<file path="src/design/gbc_pkg.sv">
package gbc_pkg;

  localparam int PosW   = 16;
  localparam int CfgW   = 16;
  localparam int IdxW   = 3;
  localparam int GammaW = 16;
  localparam int BcW    = 14;
  localparam int BalW   = 16;
  localparam int OutW   = 16;
  localparam int MantW  = 31;
  localparam int FracW  = 16;
  localparam int NegW   = 21;
  localparam int DivW   = 33;
  localparam int RemW   = 16;
  localparam int PowW   = 31;
  localparam int TblW   = 30;

  typedef enum logic [IdxW-1:0] {
    REG_GAMMA      = 3'd0,
    REG_BRIGHTNESS = 3'd1,
    REG_CONTRAST   = 3'd2,
    REG_BAL_RED    = 3'd3,
    REG_BAL_GREEN  = 3'd4,
    REG_BAL_BLUE   = 3'd5,
    REG_MIN_OUT    = 3'd6,
    REG_MAX_OUT    = 3'd7
  } gbc_reg_t;

  typedef struct packed {
    logic last;
    logic zero;
  } gbc_tag_t;

  typedef logic [FracW-1:0][TblW-1:0] exp_tbl_t;

  function automatic logic [63:0] isqrt64(logic [63:0] v);
    logic [63:0] res;
    logic [63:0] rem;
    logic [63:0] b;
    res = '0;
    rem = v;
    for (int j = 0; j < 32; j++) begin
      b = 64'd1 << (62 - 2 * j);
      if (rem >= res + b) begin
        rem = rem - (res + b);
        res = (res >> 1) + b;
      end else begin
        res = res >> 1;
      end
    end
    return res;
  endfunction

  // Entry i is 2^(-2^-(i+1)), Q0.30, the floor square root of the one before.
  function automatic exp_tbl_t build_exp_tbl();
    exp_tbl_t tbl;
    logic [63:0] t;
    t = isqrt64(64'd1 << 59);
    tbl[0] = t[TblW-1:0];
    for (int i = 1; i < FracW; i++) begin
      t = isqrt64(t << 30);
      tbl[i] = t[TblW-1:0];
    end
    return tbl;
  endfunction

  localparam exp_tbl_t ExpTbl = build_exp_tbl();

endpackage

</file>
<file path="src/design/gbc_div.sv">
module gbc_div (
  input  logic                       clk,
  input  logic                       rst,
  input  logic                       en,
  input  logic [gbc_pkg::GammaW-1:0] gamma,
  input  logic                       in_valid,
  input  logic [gbc_pkg::NegW-1:0]   neg,
  input  gbc_pkg::gbc_tag_t          in_tag,
  output logic                       out_valid,
  output logic [gbc_pkg::DivW-1:0]   quo,
  output gbc_pkg::gbc_tag_t          out_tag
);
  import gbc_pkg::*;

  localparam int Steps = DivW;

  logic [GammaW-1:0] g_eff;
  logic [Steps:0]    vld;
  logic [RemW-1:0]   rem  [0:Steps];
  logic [DivW-1:0]   num  [0:Steps];
  logic [DivW-1:0]   qt   [0:Steps];
  gbc_tag_t          tag  [0:Steps];
  logic [RemW:0]     sh   [1:Steps];
  logic              take [1:Steps];

  assign g_eff = (gamma == '0) ? GammaW'(1) : gamma;

  always_comb begin
    for (int s = 1; s <= Steps; s++) begin
      sh[s]   = {rem[s-1], num[s-1][DivW-1]};
      take[s] = (sh[s] >= {1'b0, g_eff});
    end
  end

  always_ff @(posedge clk) begin
    if (rst) begin
      vld <= '0;
    end else if (en) begin
      vld <= {vld[Steps-1:0], in_valid};
    end
  end

  always_ff @(posedge clk) begin
    if (en) begin
      rem[0] <= '0;
      num[0] <= {neg, 12'b0};
      qt[0]  <= '0;
      tag[0] <= in_tag;
      for (int s = 1; s <= Steps; s++) begin
        rem[s] <= take[s] ? RemW'(sh[s] - {1'b0, g_eff}) : sh[s][RemW-1:0];
        num[s] <= num[s-1] << 1;
        qt[s]  <= {qt[s-1][DivW-2:0], take[s]};
        tag[s] <= tag[s-1];
      end
    end
  end

  assign out_valid = vld[Steps];
  assign quo       = qt[Steps];
  assign out_tag   = tag[Steps];

endmodule

</file>
<file path="config.mk">
export PLATFORM = sky130hd
export DESIGN_NAME = gbc_div
export DESIGN_NICKNAME = d
export VERILOG_FILES = /design/src/design/gbc_pkg.sv /design/src/design/gbc_div.sv
export SDC_FILE = /design/constraint.sdc
export NUM_CORES = 2
export LEC_CHECK = 0
export BUFFER_PORTS_ARGS = -buffer_cell sky130_fd_sc_hd__buf_2
export CAP_MARGIN = 20
export CORE_ASPECT_RATIO = 0.9
export CORE_MARGIN = 4
export CORE_UTILIZATION = 55
export DETAILED_ROUTE_END_ITERATION = 10
export PLACE_DENSITY = 0.71
export SYNTH_ARGS = -nofsm -noshare
export SYNTH_HDL_FRONTEND = slang
export SYNTH_SLANG_ARGS = --single-unit
</file>
<file path="constraint.sdc">
create_clock -name clk -period 7.67 [get_ports clk]
set_input_delay 0.3835 -clock clk [delete_from_list [all_inputs] [get_ports clk]]
set_output_delay 0.3835 -clock clk [all_outputs]
set_load 0.02 [all_outputs]
</file>
==> run summary <==
RePlAce Congestion - 0.9010
Hold Startpoint - rst
Syn-to-layout area delta - 11.30%
worst hold slack - 0.1048 ns
Synth Cell Area - 69350 um2
die area - 131800 um2
DR pass1 iterations - 7
Mean Syn Cell Area - 13.01 um2
Placeable Area - 125100 um2
clk sinks - 1406
ranking of synthesized cells by area - edfxtp_1 59%, ha_1 9.3%, o21ai_0 3.5%, xnor2_1 2.7%, mux2_2 2.6%
clk_skew - 0.02102 ns
CP Cell Sequence - buf_2 -> buf_4 -> inv_2 -> buf_4 -> ha_1 -> nor2b_1 -> o2111ai_1 -> a31oi_1 -> a211oi_1 -> a21oi_1 -> o21ai_2 -> mux2_2
Crit Reg-Reg Startpoint - rem[14][4]$_DFFE_PP_
initial DRC count - 3267
Crit-path slowest cell - o21ai_2
status - completed
cell mode on critical path - buf_4
setup TNS - 0 ns
clock latency on the worst-skew pair - 0.77 ns
required time worst endpoint - 8.18 ns
Final #Nets - 6151
unrepaired setup endpoints after global routing - no
max cap viols - 0
CTS root buffer - clkbuf_16
IO Pins - 79
syn nets - 5917
fraction of layout cells with a size suffix above 1 - 10.29%
#FFs+latches synth - 1406
Tcrit/Tclk final - 55.55%
Starting Density - 55.43%
Seq/Total Area, Yosys - 60.39%
CP max FO - 30
vias in the first global route - 40080
row cnt - 123
CTS tree - yes
Final Core Density - 61.69%
Final Max Tran Viols - 0
Worst Hold Depth - 2
total power - 31430 uW
EDFF count, synth - 1372
fin area - 77190 um2
clock transition at the registers of the reported paths - 0.06 ns
area post-placement - 72120 um2
All-Layer GR Usage - 19.61%
CTS Buffer Depth - 3
first-pass GRT wire length - 209000 um
power per cell area - 407.2 nW/um2
htree depth - 4
RR Endpoint - rem[15][4]$_DFFE_PP_
Setup crit start kind - primary input
setup violators final - 0
worst slew pin tran - 1.285 ns
WL per Instance - 17.75 um
Most used DFF post-synth - edfxtp_1
Yosys top cell area share - 59.41%
Lkg Pwr - 0.02948 uW
final WL - 130800 um
initial antenna violation count - 0
Buf+Inv Stages, Crit Path - 4
minimum clock period - 4.261 ns
FFs w/ async S/R, synth - 0%
CP top delay family - compound AO/OA/AOI/OAI gates
WP data arrival - 4.77 ns
Peak supply drop - 0.2526 mV
Critical Setup Path Class - in2reg
Crit path largest cell delay - 0.83 ns
# DRC - 0
synth unique cells - 73
Die H - 344.9 um
pin count of the biggest net entering global routing - 201
IO Port Bufs - 78
CTS buffer count - 148
vias per cell - 5.714
Hold EP - vld[13]$_SDFFE_PP0P_
Hold Fails Final Rpt - 0
critical path depth - 12
synthesized instance count - 5330
Final HPWL DP - 85950 um
DR vias - 42110
Hold WC Path Type - in2reg
Syn. warnings - 0
PostCTS Resize Cnt - 0
worst-case reg-to-reg path depth - 8
FMAX - 0.2347 GHz
Yosys top cell by area - edfxtp_1
post-route ant nets - 0
worst relative slew slack - 14.34%
R2R setup slack - 4.02 ns
Remaining Overflow, GRT - 0
Ant. Diodes - 0
width of the chip - 382.3 um
CP Capture Type - flop
==> cells in the mapped netlist, types with 65 or more instances <==
| master | instances |
|---|---|
| xor2_1 | 179 |
| edfxtp_1 | 1372 |
| nor3_1 | 106 |
| ha_1 | 513 |
| xnor2_1 | 216 |
| nand2_1 | 462 |
| o21ai_0 | 484 |
| mux2_2 | 160 |
| a21oi_1 | 292 |
| nor2_1 | 286 |
| nand4_1 | 65 |
| inv_1 | 164 |
| clkbuf_1 | 78 |
| a21o_1 | 128 |
==> timing repair <==
item / in CTS / in global routing
setup buffers: 0 / 0
endpoints found under the hold margin: 24 / 0
setup endpoints to repair: 0 / 0
hold buffers: 24 / 0
==> final cells by class <==
| class | instances | area, um2 |
|---|---|---|
| Timing Repair Buffer | 172 | 1276 |
| Inverter | 165 | 619.3 |
| Tap cell | 1687 | 2111 |
| Clock buffer | 171 | 3852 |
| Clock inverter | 98 | 923.4 |
| Sequential cell | 1406 | 41880 |
| Multi-Input combinational cell | 3671 | 26530 |
| Fill cell | 9603 | 47930 |
==> layout by cell type (no fill, tap or decap), types with 77 or more instances in the layout <==
cell       Yosys  layout
nor3_1       106     106
nor2_1       286     286
inv_1        164     162
nand2_1      462     462
o21ai_0      484     469
xor2_1       179     179
a21oi_1      292     289
mux2_2       160     160
buf_2          8      77
clkbuf_16      0     150
ha_1         513     513
edfxtp_1    1372    1372
a21o_1       128     128
xnor2_1      216     216
==> kinds of logic (layout without fill, tap and decap cells) <==
kind of cell               Yosys count  after routing  share of synthesized area (%)
AOI/OAI and AO/OA                 1242           1242                          10.85
xor gates and xnor gates           395            395                          4.988
muxes                              226            226                          3.592
adders and majority gates          544            544                          10.15
DFF                               1406           1406                          60.39
and+or+nand+nor                   1264           1264                          8.640
buffers and inverters              253            606                          1.395
==> report_power, final <==
group | switching, uW | internal, uW
clock | 2950 | 4060
combinational | 6750 | 5570
sequential | 933 | 11200
==> worst max path at each step <==
stage / start / endpoint / slack (ns)
after global routing: gamma[1] / rem[15][4]$_DFFE_PP_ / 3.20
after floorplan: gamma[4] / rem[22][14]$_DFFE_PP_ / 3.11
after CTS: gamma[1] / rem[15][4]$_DFFE_PP_ / 3.50
final: gamma[1] / rem[15][4]$_DFFE_PP_ / 3.41
after global placement: gamma[1] / rem[15][4]$_DFFE_PP_ / 2.82
after detailed placement: gamma[1] / rem[15][4]$_DFFE_PP_ / 2.75
==> through the flow <==
step,worst slack (ns),instances
CTS,3.498,7365
global route,3.199,7370
global placement,2.816,7071
finish,3.409,7370
floorplan,3.113,5330
detailed placement,2.748,7072
==> state kept, by name, summed over array words and instances, names as in the netlist <==
signal,count
tag,68
rem,512
vld,34
num,231
qt,561
==> metal layers <==
metal | vias up | track usage, % | routed length (um)
li1 | 20750 | - | -
met1 | 20140 | 27.71 | 60950
met2 | 1006 | 31.36 | 59520
met3 | 224 | 3.482 | 7154
met4 | 0 | 5.891 | 3199
met5 | - | 0 | 0
(Power assumes the default switching activity.)
